## config.mk

```make
export PLATFORM = sky130hd
export DESIGN_NAME = prd_cfg
export DESIGN_NICKNAME = d
export VERILOG_FILES = /design/src/hdl/prd_pkg.sv /design/src/hdl/prd_cfg.sv
export VERILOG_INCLUDE_DIRS = /design/src /design/src/hdl
export SDC_FILE = /design/constraint.sdc
export NUM_CORES = 1
export LEC_CHECK = 0
export ABC_AREA = 1
export ABC_CLOCK_PERIOD_IN_PS = 2090
export CAP_MARGIN = 40
export CORE_ASPECT_RATIO = 1.25
export CORE_MARGIN = 1
export CORE_UTILIZATION = 65
export CTS_BUF_LIST = sky130_fd_sc_hd__clkbuf_8
export DETAILED_ROUTE_END_ITERATION = 10
export DONT_BUFFER_PORTS = 1
export PLACE_DENSITY = 0.87
export REMOVE_ABC_BUFFERS = 1
export SYNTH_ARGS = -nofsm -noshare
export SYNTH_HDL_FRONTEND = slang
export SYNTH_SLANG_ARGS = --single-unit
```

## constraint.sdc

```tcl
create_clock -name clk -period 2.09 [get_ports clk]
set_input_delay 0.418 -clock clk [delete_from_list [all_inputs] [get_ports clk]]
set_output_delay 0.418 -clock clk [all_outputs]
set_load 0.02 [all_outputs]
```

## src/hdl/point_to_range_direction_top_macros.svh

```systemverilog
// Assertion macros shared by the point-to-range-direction RTL
`ifndef POINT_TO_RANGE_DIRECTION_TOP_MACROS_SVH
`define POINT_TO_RANGE_DIRECTION_TOP_MACROS_SVH
`ifndef NO_ASSERTIONS
// same-cycle implication
`define PRD_ASSERT_IMPL(lbl, clk, rst_n, ante, cons) \
    lbl: assert property (@(posedge clk) disable iff (!rst_n) (ante) |-> cons) \
        else $error("prd assertion failed");
// next-cycle implication
`define PRD_ASSERT_NEXT(lbl, clk, rst_n, ante, cons) \
    lbl: assert property (@(posedge clk) disable iff (!rst_n) (ante) |=> cons) \
        else $error("prd assertion failed");
`else
`define PRD_ASSERT_IMPL(lbl, clk, rst_n, ante, cons)
`define PRD_ASSERT_NEXT(lbl, clk, rst_n, ante, cons)
`endif
`endif

```

## src/hdl/prd_pkg.sv

```systemverilog
// Shared types and constants for the point-to-range-direction block
package prd_pkg;

    localparam int ADDR_W     = 5;
    localparam int SQRT_STEPS = 32;
    localparam int DIV_STEPS  = 16;
    // sum of the xform, sqrt, divide and output register stages
    localparam int LATENCY    = 58;

    typedef enum logic [2:0] {
        REG_ROT_W     = 3'd0,
        REG_ROT_X     = 3'd1,
        REG_ROT_Y     = 3'd2,
        REG_ROT_Z     = 3'd3,
        REG_SHIFT_X   = 3'd4,
        REG_SHIFT_Y   = 3'd5,
        REG_SHIFT_Z   = 3'd6,
        REG_MAX_RANGE = 3'd7
    } reg_idx_t;

    localparam logic signed [15:0] ROT_W_RESET = 16'sd16384;
    localparam logic signed [33:0] ONE_Q28     = 34'sd268435456;
    localparam logic [64:0]        HALF_Q28    = 65'd134217728;
    localparam logic [15:0]        DIR_ONE     = 16'd16384;

    typedef struct packed {
        logic signed [15:0] rot_w;
        logic signed [15:0] rot_x;
        logic signed [15:0] rot_y;
        logic signed [15:0] rot_z;
        logic signed [31:0] shift_x;
        logic signed [31:0] shift_y;
        logic signed [31:0] shift_z;
        logic [31:0]        max_range;
    } cfg_t;

    // per-point sideband carried along the range and divide pipelines
    typedef struct packed {
        logic             pv;
        logic [2:0]       neg;
        logic [2:0][31:0] mag;
    } lane_t;

endpackage

```

## src/hdl/prd_cfg.sv

```systemverilog
// APB register file holding the transform and range configuration
`include "point_to_range_direction_top_macros.svh"
module prd_cfg (
    input  logic                        clk,
    input  logic                        rst_n,
    input  logic                        psel,
    input  logic                        penable,
    input  logic                        pwrite,
    input  logic [prd_pkg::ADDR_W-1:0]  paddr,
    input  logic [31:0]                 pwdata,
    output logic [31:0]                 prdata,
    output logic                        pready,
    output prd_pkg::cfg_t               cfg
);

    prd_pkg::cfg_t     cfg_reg;
    prd_pkg::reg_idx_t idx;
    logic              wr_en;

    assign pready = 1'b1;
    assign idx    = prd_pkg::reg_idx_t'(paddr[prd_pkg::ADDR_W-1:2]);
    assign wr_en  = psel && penable && pwrite;
    assign cfg    = cfg_reg;

    // register writes, truncated to each register's width
    always_ff @(posedge clk or negedge rst_n)
    begin
        if (!rst_n)
        begin
            cfg_reg.rot_w     <= prd_pkg::ROT_W_RESET;
            cfg_reg.rot_x     <= '0;
            cfg_reg.rot_y     <= '0;
            cfg_reg.rot_z     <= '0;
            cfg_reg.shift_x   <= '0;
            cfg_reg.shift_y   <= '0;
            cfg_reg.shift_z   <= '0;
            cfg_reg.max_range <= '0;
        end
        else if (wr_en)
        begin
            unique case (idx)
                prd_pkg::REG_ROT_W:     cfg_reg.rot_w     <= pwdata[15:0];
                prd_pkg::REG_ROT_X:     cfg_reg.rot_x     <= pwdata[15:0];
                prd_pkg::REG_ROT_Y:     cfg_reg.rot_y     <= pwdata[15:0];
                prd_pkg::REG_ROT_Z:     cfg_reg.rot_z     <= pwdata[15:0];
                prd_pkg::REG_SHIFT_X:   cfg_reg.shift_x   <= pwdata;
                prd_pkg::REG_SHIFT_Y:   cfg_reg.shift_y   <= pwdata;
                prd_pkg::REG_SHIFT_Z:   cfg_reg.shift_z   <= pwdata;
                prd_pkg::REG_MAX_RANGE: cfg_reg.max_range <= pwdata;
                default:                cfg_reg.max_range <= cfg_reg.max_range;
            endcase
        end
    end

    // read mux
    always_comb
    begin
        unique case (idx)
            prd_pkg::REG_ROT_W:     prdata = {16'h0000, cfg_reg.rot_w};
            prd_pkg::REG_ROT_X:     prdata = {16'h0000, cfg_reg.rot_x};
            prd_pkg::REG_ROT_Y:     prdata = {16'h0000, cfg_reg.rot_y};
            prd_pkg::REG_ROT_Z:     prdata = {16'h0000, cfg_reg.rot_z};
            prd_pkg::REG_SHIFT_X:   prdata = cfg_reg.shift_x;
            prd_pkg::REG_SHIFT_Y:   prdata = cfg_reg.shift_y;
            prd_pkg::REG_SHIFT_Z:   prdata = cfg_reg.shift_z;
            prd_pkg::REG_MAX_RANGE: prdata = cfg_reg.max_range;
            default:                prdata = '0;
        endcase
    end

    `PRD_ASSERT_NEXT(a_max_wr, clk, rst_n, wr_en && idx == prd_pkg::REG_MAX_RANGE, cfg_reg.max_range == $past(pwdata))

endmodule

```

Word-level counts from Yosys, hierarchy flattened:

Index checks and enable logic that the tools add are counted.
Widths: inputs -> output; s select.

* eq/ne operators: 7
* mux-type cells: 1
* reductions and logical operators: 11

Operators with widths (count)
* $pmux 32 s8: 1
* $reduce_and 2->1: 8
* $eq 3x3->1 const B: 4
* $eq 3x2->1 const B: 2
* $eq 3x1->1 const B: 1
* $logic_not 3->1: 1
* $logic_and 1x1->1: 2

* flip-flop bits (word level): 192
* input port bits: 42
* output and inout bits: 225
* logic and storage cells: 27

Logic depth before layout (Yosys ltp):

Gate-level depths: netlist of the first run.

* depth after elaboration: 3
* gate-level depth with buffers: 8

Worst setup path before layout of the first run:

Ideal clock, no wire load.

* path type: input-to-output
* start: in paddr[4] in the netlist's numbering
* end: out prdata[0]
* arrival time: 1493 ps
* required time: 1672 ps
* path slack: 179 ps
* stages: 8
* path buffers: 3
* cells stage by stage: buf_4 > inv_2 > buf_2 > buf_1 > nand4_1 > nand2_1 > nor2_1 > nand3_1

* word-level cells in the longest chain between the ends: 2

Ends and longest elaborated chain
* from (decl): RTL line prd_cfg.sv:9 `input logic [prd_pkg::ADDR_W-1:0] paddr,`
* $eq 3x3->1 (tied with other cells): RTL line prd_cfg.sv:58 `unique case (idx)`
* $pmux 32 s8 (*): RTL line prd_cfg.sv:58
* to (decl): RTL line prd_cfg.sv:11 `output logic [31:0] prdata,`

Every way passes the cells marked *; elsewhere a longest branch is shown, timed or not.

Worst setup path in the final report of the first run:

* start: reg cfg_reg, in the netlist cfg[78]
* end: out prdata[14]

* word-level cells in the longest chain between the ends: 1

Ends and longest elaborated chain
* from (decl): RTL line prd_cfg.sv:16 `prd_pkg::cfg_t cfg_reg;`
* $pmux 32 s8: RTL line prd_cfg.sv:58

No other way between the ends.

==> results of run 1 <==
through the flow:
step           total power [W]  instances  util [%]
2_1_floorplan          0.00718       1000         -
3_3_place_gp           0.00762       1196      67.4
3_5_place_dp           0.00772       1196      67.4
4_1_cts                 0.0100       1228      70.2
5_1_grt                 0.0105       1228      70.2
6_report                0.0100       1228      70.2
layout make-up:
cell class	count	area [sq um]	share of cell area, %
Clock inverter	13	118	1.27
Timing Repair Buffer	25	238	2.56
Clock buffer	19	262	2.81
Sequential cell	192	4810	51.7
Inverter	101	380	4.09
Multi-Input combinational cell	707	3280	35.3
Tap cell	171	214	2.30
power by group:
| group | total (W) | leakage, nW | internal [W] | switching (W) |
|---|---|---|---|---|
| logic | 0.00137 | 2.03 | 0.000487 | 0.000879 |
| clock network | 0.00236 | 0.197 | 0.000937 | 0.00142 |
| registers | 0.00630 | 2.34 | 0.00450 | 0.00180 |
worst max-delay path: cells and delay by family (launching register included):
| kind | cells | cell delay [ns] |
|---|---|---|
| simple gates | 4 | 0.59 |
| flops | 1 | 0.51 |
per-layer routing:
metal	share of wire, %	vias up	wire length (microns)
li1	-	3474	-
met1	37	3626	9010
met2	49	463	12000
met3	12	44	2990
met4	2.4	0	580
met5	0	-	0
final timing paths:
path,start,endpoint,slack [ns],cells after the start
min,rst_n,cfg[63],-0.36,0
max in group asynchronous,rst_n,cfg[190],2.08,0
max reg2reg,cfg[89],cfg[89],1.21,2
min in group clk,pwdata[29],cfg[125],0.07,2
max,cfg[78],prdata[14],0.12,4
min reg2reg,cfg[190],cfg[190],0.58,2
logic make-up (layout without fill, tap and decap cells):
kind of cell / count (synthesis) / in the layout / synth area share [%]
AND/OR/NAND/NOR: 498 / 498 / 25.0
AO/OA/AOI/OAI: 208 / 208 / 12.0
flip-flops: 192 / 192 / 54.5
buffers and inverters: 178 / 158 / 8.33
other: 1 / 1 / 0.0426
cell usage in the layout (no fill, tap or decap):
cell and instances:
conb_1 1, o21ai_0 116, nor3_4 1, nand3_2 3, o21ai_1 12, nor2_4 4, a21oi_1 64, nor2_2 1
dfstp_2 1, clkinv_2 1, nand2_1 244, nor2_1 112, inv_8 4, clkinvlp_4 1, inv_2 3, inv_1 98
o22ai_1 16, nand2_2 2, dfrtp_1 191, nand4_1 80, nor3_1 1, clkbuf_8 19, nand3_1 48, buf_4 21
inv_6 4, buf_12 4, nor3_2 2, clkinv_4 3
==> results.py, run 1 <==
metrics = {
    "run_status": {
        "status": "complete, but fails checks",
        "violations": "hold timing",
    },
    "grt": {
        "grt_busiest_layer": "met2",
        "grt_max_degree": 193,
        "grt_use_met2_pct": 58.5,
        "grt_first_pass_wirelength_microns": 38300,
        "grt_overflow": 0,
        "antenna_found_initial": 0,
        "grt_pass1_vias": 7249,
        "met1_usage_pct": 43.7,
        "use_met3_pct": 11.7,
        "grt.total_usage_pct": 35.6,
    },
    "logic_synthesis": {
        "ys_seq_elements": 192,
        "syn_avg_cell_area_sq_um": 8.18,
        "yosysSeqAreaShare_pct": 54.5,
        "netlist_instances": 1077,
        "synth_area_sq_mm": 0.00881,
        "synth_most_common_cell": "nand2_1",
        "ys_top_cells_by_count": "nand2_1 (245), dfrtp_1 (191), o21ai_0 (116)",
        "ys_types": 26,
        "synth-edff-count": 0,
        "ys_top_cells_by_area": "dfrtp_1 (54%), nand2_1 (10%), o21ai_0 (6.6%)",
        "synth.top_cell.area_share_pct": 54.2,
        "synthArstFlopShare_pct": 100,
        "yosys_most_used_dff": "dfrtp_1",
        "synth_top_area_cell": "dfrtp_1",
        "ys_warn_count": 0,
    },
    "timing": {
        "fin_crit_ns": 1.97,
        "setup_slack_ns": 0.122,
        "skew_ns": 0,
        "fin_crit_sh_pct": 94.2,
        "setup_viol": 0,
        "rsz0062_at_grt": "false",
        "hold_viol": 192,
        "fmax_ghz": 0.508,
        "setup_tns_ns": 0,
        "hold_ws_ns": -0.364,
        "finalMaxSlewViolations": 0,
    },
    "critical_path": {
        "crit_path_max_incr_delay_ns": 0.51,
        "required_ns": 1.67,
        "cp_max_fo": 3,
        "cp_slowest_cell": "dfrtp_1",
        "cp.arrival_ns": 1.55,
        "cp-start-kind": "flop",
        "crit_path_end_kind": "output port",
        "crit_type": "flop to output port",
        "crit_chain": "nand4_1 > nand2_1 > nor2_1 > nand3_1",
    },
    "floorplanning": {
        "start_util_pct": 66.6,
        "die_h_microns": 132,
        "die_width_microns": 106,
        "row_count": 47,
        "core_sq_mm": 0.0132,
        "pin_count": 267,
        "dieArea_sq_mm": 0.0140,
    },
    "cells_and_area": {
        "syn_to_final_growth_pct": 5.47,
        "final_nets": 1086,
        "postLayoutCellArea_sq_mm": 0.00929,
        "fillCellCount": 1072,
        "largest_reg_flops": 192,
        "antennaDiodeCount": 0,
        "drive_above_1_share_pct": 7.00,
    },
    "hold_path": {
        "hp-class": "input port to asynchronous set/reset pin",
    },
    "clock_tree": {
        "cts_tree": "yes",
        "cts_setup_buffers": 0,
        "cts_root_buf": "clkbuf_8",
        "h-tree-depth": 4,
        "clk_pin_slew_ns": 0.10,
        "clk_latency_ns": 0.45,
        "numCtsBuffers": 17,
        "clkSinkCount": 192,
        "clk_path_buf_depth": 2,
        "cts_resized": 0,
    },
    "routing": {
        "drt-initial-drc-count": 746,
        "drcViolationCount": 0,
        "drt-vias-per-instance": 6.19,
        "routedWlPerCell_microns": 20.1,
        "first_pass_iters": 5,
        "ant_nets": 0,
        "finalWirelength_microns": 24600,
        "num_vias": 7607,
    },
    "pwr": {
        "irDropWorstVdd_mv": 0.586,
        "leakage_nw": 4.56,
        "powerDensity_mw_per_mm2": 1080,
    },
    "placed_design": {
        "place.gp.congestion": 0.843,
        "placed_area_sq_mm": 0.00891,
        "hpwlAfterDp_microns": 15900,
        "pre_cts_slack_ns": 0.201,
        "port_buffers": 0,
    },
    "flow_run": {
        "maxCapViolations": 0,
    },
}
Note: power is estimated with default switching activity, not from simulation.
==> run 2: changes to the inputs <==
--- a/config.mk
+++ b/config.mk
@@ -7,16 +7,18 @@
 export NUM_CORES = 1
 export LEC_CHECK = 0
 export ABC_AREA = 1
-export ABC_CLOCK_PERIOD_IN_PS = 2090
+export ABC_CLOCK_PERIOD_IN_PS = 1990
 export CAP_MARGIN = 40
 export CORE_ASPECT_RATIO = 1.25
 export CORE_MARGIN = 1
 export CORE_UTILIZATION = 65
 export CTS_BUF_LIST = sky130_fd_sc_hd__clkbuf_8
+export CTS_CLUSTER_SIZE = 25
 export DETAILED_ROUTE_END_ITERATION = 10
 export DONT_BUFFER_PORTS = 1
 export PLACE_DENSITY = 0.87
 export REMOVE_ABC_BUFFERS = 1
+export SETUP_SLACK_MARGIN = 0.2
 export SYNTH_ARGS = -nofsm -noshare
 export SYNTH_HDL_FRONTEND = slang
 export SYNTH_SLANG_ARGS = --single-unit
==> constraint.sdc (replaced) <==
create_clock -name clk -period 1.99 [get_ports clk]
set_input_delay 0.398 -clock clk [delete_from_list [all_inputs] [get_ports clk]]
set_output_delay 0.398 -clock clk [all_outputs]
set_load 0.02 [all_outputs]
==> results.py, run 2 (same netlist as run 1, synthesis figures left out) <==
metrics = {
    "timing": {
        "max_slew_margin_pct": 65.1,
        "hold_ws_ns": -0.375,
        "fin_crit_sh_pct": 93.0,
        "fin_crit_ns": 1.85,
        "hold_viol": 192,
        "fmax_ghz": 0.541,
        "finalMaxSlewViolations": 0,
        "setup_viol": 0,
        "skew_ns": 0,
        "setup_slack_ns": 0.140,
        "worst_pin_slew_ns": 0.522,
        "rsz0062_at_grt": "true",
    },
    "flow_run": {
        "maxCapViolations": 0,
    },
    "clock_tree": {
        "clk_path_buf_depth": 2,
        "cts_tree": "yes",
        "clk_latency_ns": 0.45,
        "clk_pin_slew_ns": 0.10,
        "numCtsBuffers": 17,
        "cts_root_buf": "clkbuf_8",
        "clkSinkCount": 192,
        "h-tree-depth": 4,
    },
    "routing": {
        "finalWirelength_microns": 25700,
        "routedWlPerCell_microns": 20.9,
        "drcViolationCount": 0,
        "drt-initial-drc-count": 761,
        "first_pass_iters": 7,
        "drt-vias-per-instance": 6.31,
        "ant_nets": 0,
        "num_vias": 7765,
    },
    "grt": {
        "grt_max_degree": 193,
        "antenna_found_initial": 0,
        "grt.total_usage_pct": 36.8,
        "grt_overflow": 0,
        "grt_first_pass_wirelength_microns": 40000,
        "grt_pass1_vias": 7655,
    },
    "critical_path": {
        "crit_chain": "nand4_1 > nand2_1 > nor2_1 > nand3_1 > buf_6",
        "crit_path_end_kind": "output port",
        "cp-start-kind": "flop",
        "cp.arrival_ns": 1.45,
        "crit_path_max_incr_delay_ns": 0.49,
        "cpLargestDelayFamily": "flip-flops",
        "crit_type": "flop to output port",
        "regToRegSetupSlack_ns": 1.11,
        "cp_slowest_cell": "dfrtp_2",
        "cp_max_fo": 3,
        "required_ns": 1.59,
        "critPathBufInv": 1,
    },
    "run_status": {
        "status": "complete, but fails checks",
        "violations": "hold timing",
    },
    "cells_and_area": {
        "antennaDiodeCount": 0,
        "utilization_pct": 74.2,
        "largest_reg_flops": 192,
        "final_nets": 1091,
        "syn_to_final_growth_pct": 11.5,
        "mostFrequentLayoutCells": "nand2_1 (227), dfrtp_2 (139), o21ai_0 (116)",
        "final_common_cell": "nand2_1",
        "drive_above_1_share_pct": 27.4,
        "instances_no_fill": 1231,
    },
    "pwr": {
        "leakage_nw": 4.55,
        "powerDensity_mw_per_mm2": 1140,
        "irDropWorstVdd_mv": 0.587,
    },
    "placed_design": {
        "pre_cts_slack_ns": 0.162,
        "place.gp.congestion": 0.835,
        "port_buffers": 0,
        "place_inst": 1199,
        "hpwlAfterDp_microns": 16100,
    },
    "floorplanning": {
        "start_util_pct": 66.6,
        "dieArea_sq_mm": 0.0140,
        "pin_count": 267,
        "row_count": 47,
        "core_sq_mm": 0.0132,
        "die_width_microns": 106,
        "die_h_microns": 132,
    },
    "hold_path": {
        "hp-class": "input port to asynchronous set/reset pin",
    },
}
[run 2: changes by cell type in the layout (fill, tap and decap cells not counted), sizes merged]
cell	delta
clkinvlp	+2
clkbuf	-1
bufinv	+4
buf	+5
inv	-4
clkinv	-3
[run 2: worst paths after layout]
| path | from | cells after the start | end |
|---|---|---|---|
| min reg2reg | cfg[190] | 2 | cfg[190] |
| max reg2reg | cfg[92] | 3 | cfg[92] |
| max | cfg[152] | 5 | prdata[8] |
| max in group asynchronous | rst_n | 0 | cfg[190] |
| min in group clk | pwdata[23] | 2 | cfg[55] |
| min | rst_n | 0 | cfg[122] |
[run 2: power by group]
group	switching, W	internal, W
registers	0.00192	0.00486
clock network	0.00139	0.00140
logic	0.00101	0.000583
total	0.00432	0.00685
[run 2: layout make-up]
cell class	instances	area [sq um]
Sequential cell	192	4980
Multi-Input combinational cell	707	3520
Fill cell	981	3410
Inverter	101	384
Timing Repair Buffer	30	292
Clock buffer	18	248
Tap cell	171	214
Clock inverter	12	181
[run 2: per-stage QoR]
step / TNS [ns] / instance area (sq um) / power (W) / hold WS [ns]
3_3_place_gp: 0 / 8950 / 0.00800 / 0.106
4_1_cts: 0 / 9660 / 0.0110 / -0.392
3_5_place_dp: 0 / 8950 / 0.00813 / 0.106
5_1_grt: 0 / 9820 / 0.0116 / -0.402
2_1_floorplan: -31.11 / 8460 / 0.00754 / 0.102
6_report: 0 / 9820 / 0.0112 / -0.375
[run 2: timing repair]
| action | 4_1_cts | 5_1_grt |
|---|---|---|
| setup buffers | 0 | 2 |
| hold endpoints to repair | 192 | 192 |
| resized for setup | 154 | 65 |
| pin swaps | 24 | 45 |
| setup endpoints to repair | 32 | 31 |
[run 2: metal layers]
metal / GRT usage, % / wire, microns / up-vias
li1: - / - / 3481
met1: 45.7 / 9460 / 3744
met2: 59.3 / 12500 / 475
met3: 10.7 / 2850 / 65
met4: 17.3 / 848 / 0
met5: 0 / 0 / -
==> run 3: changes to the inputs <==
--- a/config.mk
+++ b/config.mk
@@ -9,7 +9,6 @@
 export ABC_AREA = 1
 export ABC_CLOCK_PERIOD_IN_PS = 1990
 export CAP_MARGIN = 40
-export CORE_ASPECT_RATIO = 1.25
 export CORE_MARGIN = 1
 export CORE_UTILIZATION = 65
 export CTS_BUF_LIST = sky130_fd_sc_hd__clkbuf_8
@@ -17,7 +16,6 @@
 export DETAILED_ROUTE_END_ITERATION = 10
 export DONT_BUFFER_PORTS = 1
 export PLACE_DENSITY = 0.87
-export REMOVE_ABC_BUFFERS = 1
 export SETUP_SLACK_MARGIN = 0.2
 export SYNTH_ARGS = -nofsm -noshare
 export SYNTH_HDL_FRONTEND = slang
==> results.py, run 3 (same netlist as run 1, synthesis figures left out) <==
metrics = {
    "grt": {
        "grt_pass1_vias": 7508,
        "grt_max_degree": 193,
        "antenna_found_initial": 0,
        "grt_first_pass_wirelength_microns": 42400,
        "grt_overflow": 0,
        "grt.total_usage_pct": 40.3,
    },
    "critical_path": {
        "crit_path_end_kind": "output port",
        "required_ns": 1.59,
        "cp_max_fo": 3,
        "crit_type": "flop to output port",
        "regToRegSetupSlack_ns": 1.12,
        "reg2reg_depth": 2,
        "cp-start-kind": "flop",
        "worstSetupStartpoint": "cfg[162]",
        "cp.arrival_ns": 1.59,
        "r2r_start": "cfg[190]",
    },
    "timing": {
        "finalMaxSlewViolations": 0,
        "setup_viol": 0,
        "rsz0062_at_grt": "true",
        "fin_crit_ns": 1.99,
        "max_slew_margin_pct": 65.4,
        "hold_ws_ns": -0.417,
        "skew_ns": 0,
        "worst_pin_slew_ns": 0.519,
        "hold_viol": 192,
        "fmax_ghz": 0.503,
        "fin_crit_sh_pct": 99.9,
    },
    "floorplanning": {
        "row_count": 42,
        "dieArea_sq_mm": 0.0140,
        "pin_count": 267,
        "die_width_microns": 118,
        "core_sq_mm": 0.0132,
        "start_util_pct": 66.5,
        "die_h_microns": 118,
    },
    "clock_tree": {
        "clk_latency_ns": 0.49,
        "h-tree-depth": 4,
        "cts_root_buf": "clkbuf_8",
        "clkSinkCount": 192,
        "clk_path_buf_depth": 2,
        "cts_tree": "yes",
        "clk_pin_slew_ns": 0.10,
        "numCtsBuffers": 17,
    },
    "pwr": {
        "powerDensity_mw_per_mm2": 1140,
        "p_total_w": 0.0116,
        "leakage_nw": 4.58,
        "irDropWorstVdd_mv": 0.792,
    },
    "routing": {
        "finalWirelength_microns": 27800,
        "drcViolationCount": 0,
        "num_vias": 8167,
        "drt-vias-per-instance": 6.62,
        "routedWlPerCell_microns": 22.5,
        "drt-initial-drc-count": 1293,
        "first_pass_iters": 5,
        "ant_nets": 0,
    },
    "flow_run": {
        "maxCapViolations": 0,
    },
    "cells_and_area": {
        "drive_above_1_share_pct": 32.2,
        "antennaDiodeCount": 0,
        "largest_reg_flops": 192,
        "final_nets": 1087,
        "syn_to_final_growth_pct": 14.7,
        "fillCellCount": 911,
        "mostFrequentLayoutCells": "nand2_1 (210), dfrtp_2 (143), o21ai_0 (116)",
        "final_common_cell": "nand2_1",
    },
    "placed_design": {
        "hpwlAfterDp_microns": 17300,
        "place.gp.congestion": 0.887,
        "port_buffers": 0,
    },
    "hold_path": {
        "hp-class": "input port to asynchronous set/reset pin",
    },
    "run_status": {
        "violations": "hold timing",
        "status": "complete, but fails checks",
    },
    "logic_synthesis": {
        "synth.net_count": 1119,
    },
}
[run 3: changes by cell type in the layout (fill, tap and decap cells not counted), moves of 7 or more]
cell     before  now
inv_1        88   72
nand2_2      18   34
nand2_1     227  210
nor2_4        5   21
nand3_2      16    9
nor2_2       22   12
inv_2        13   29
nand3_4       2   12
[run 3: report_power, final]
part | switching (W) | internal [W] | leakage [nW]
Sequential | 0.00196 | 0.00486 | 2.17
Combinational | 0.00113 | 0.000637 | 2.18
Clock | 0.00145 | 0.00153 | 0.227
[run 3: final timing paths]
check,to
worst max-delay path,prdata[2]
worst min-delay path,cfg[156]
worst max register to register,cfg[190]
worst min register to register,cfg[190]
max in group asynchronous,cfg[190]
min in group clk,cfg[56]
[run 3: what timing repair did]
action / in CTS / in global routing
buffers inserted: 0 / 1
setup endpoints to repair: 32 / 32
resized for setup: 218 / 82
gates cloned: 0 / 0
pin swaps: 52 / 68
hold endpoints to repair: 192 / 192
[run 3: stage by stage]
| step | instances | setup TNS (ns) | cell area (sq um) | setup slack, ns | util [%] |
|---|---|---|---|---|---|
| detailed placement | 1201 | 0 | 8940 | 0.234 | 67.5 |
| global placement | 1201 | 0 | 8940 | 0.258 | 67.5 |
| global route | 1234 | -0.0808 | 10100 | -0.0624 | 76.3 |
| CTS | 1233 | 0 | 9900 | 0.0443 | 74.8 |
| finish | 1234 | 0 | 10100 | 0.00206 | 76.3 |
| floorplan | 1077 | 0 | 8820 | 0.202 | - |
[run 3: critical path, stage by stage (launching register included)]
cell	delay (ns)
dfrtp_2	0.48
nand4_1	0.14
nand2_2	0.08
nor2_4	0.16
nand3_2	0.10
buf_6	0.15
[run 3: area by class of cell]
type | count | area, sq um | area share, %
Timing Repair Buffer | 26 | 278 | 2.75
Tap cell | 176 | 220 | 2.18
Sequential cell | 192 | 4980 | 49.3
Inverter | 101 | 380 | 3.76
Clock buffer | 18 | 248 | 2.45
Multi-Input combinational cell | 707 | 3790 | 37.5
Clock inverter | 14 | 213 | 2.10
[run 3: metal layers]
metal	share of wire (%)	global-route usage, %	vias to the layer above	routed length [microns]
li1	-	-	3464	-
met5	0	0	-	0
met3	14	17.0	119	3780
met4	5.3	20.9	0	1470
met2	46	58.9	613	12700
met1	35	51.2	3971	9870
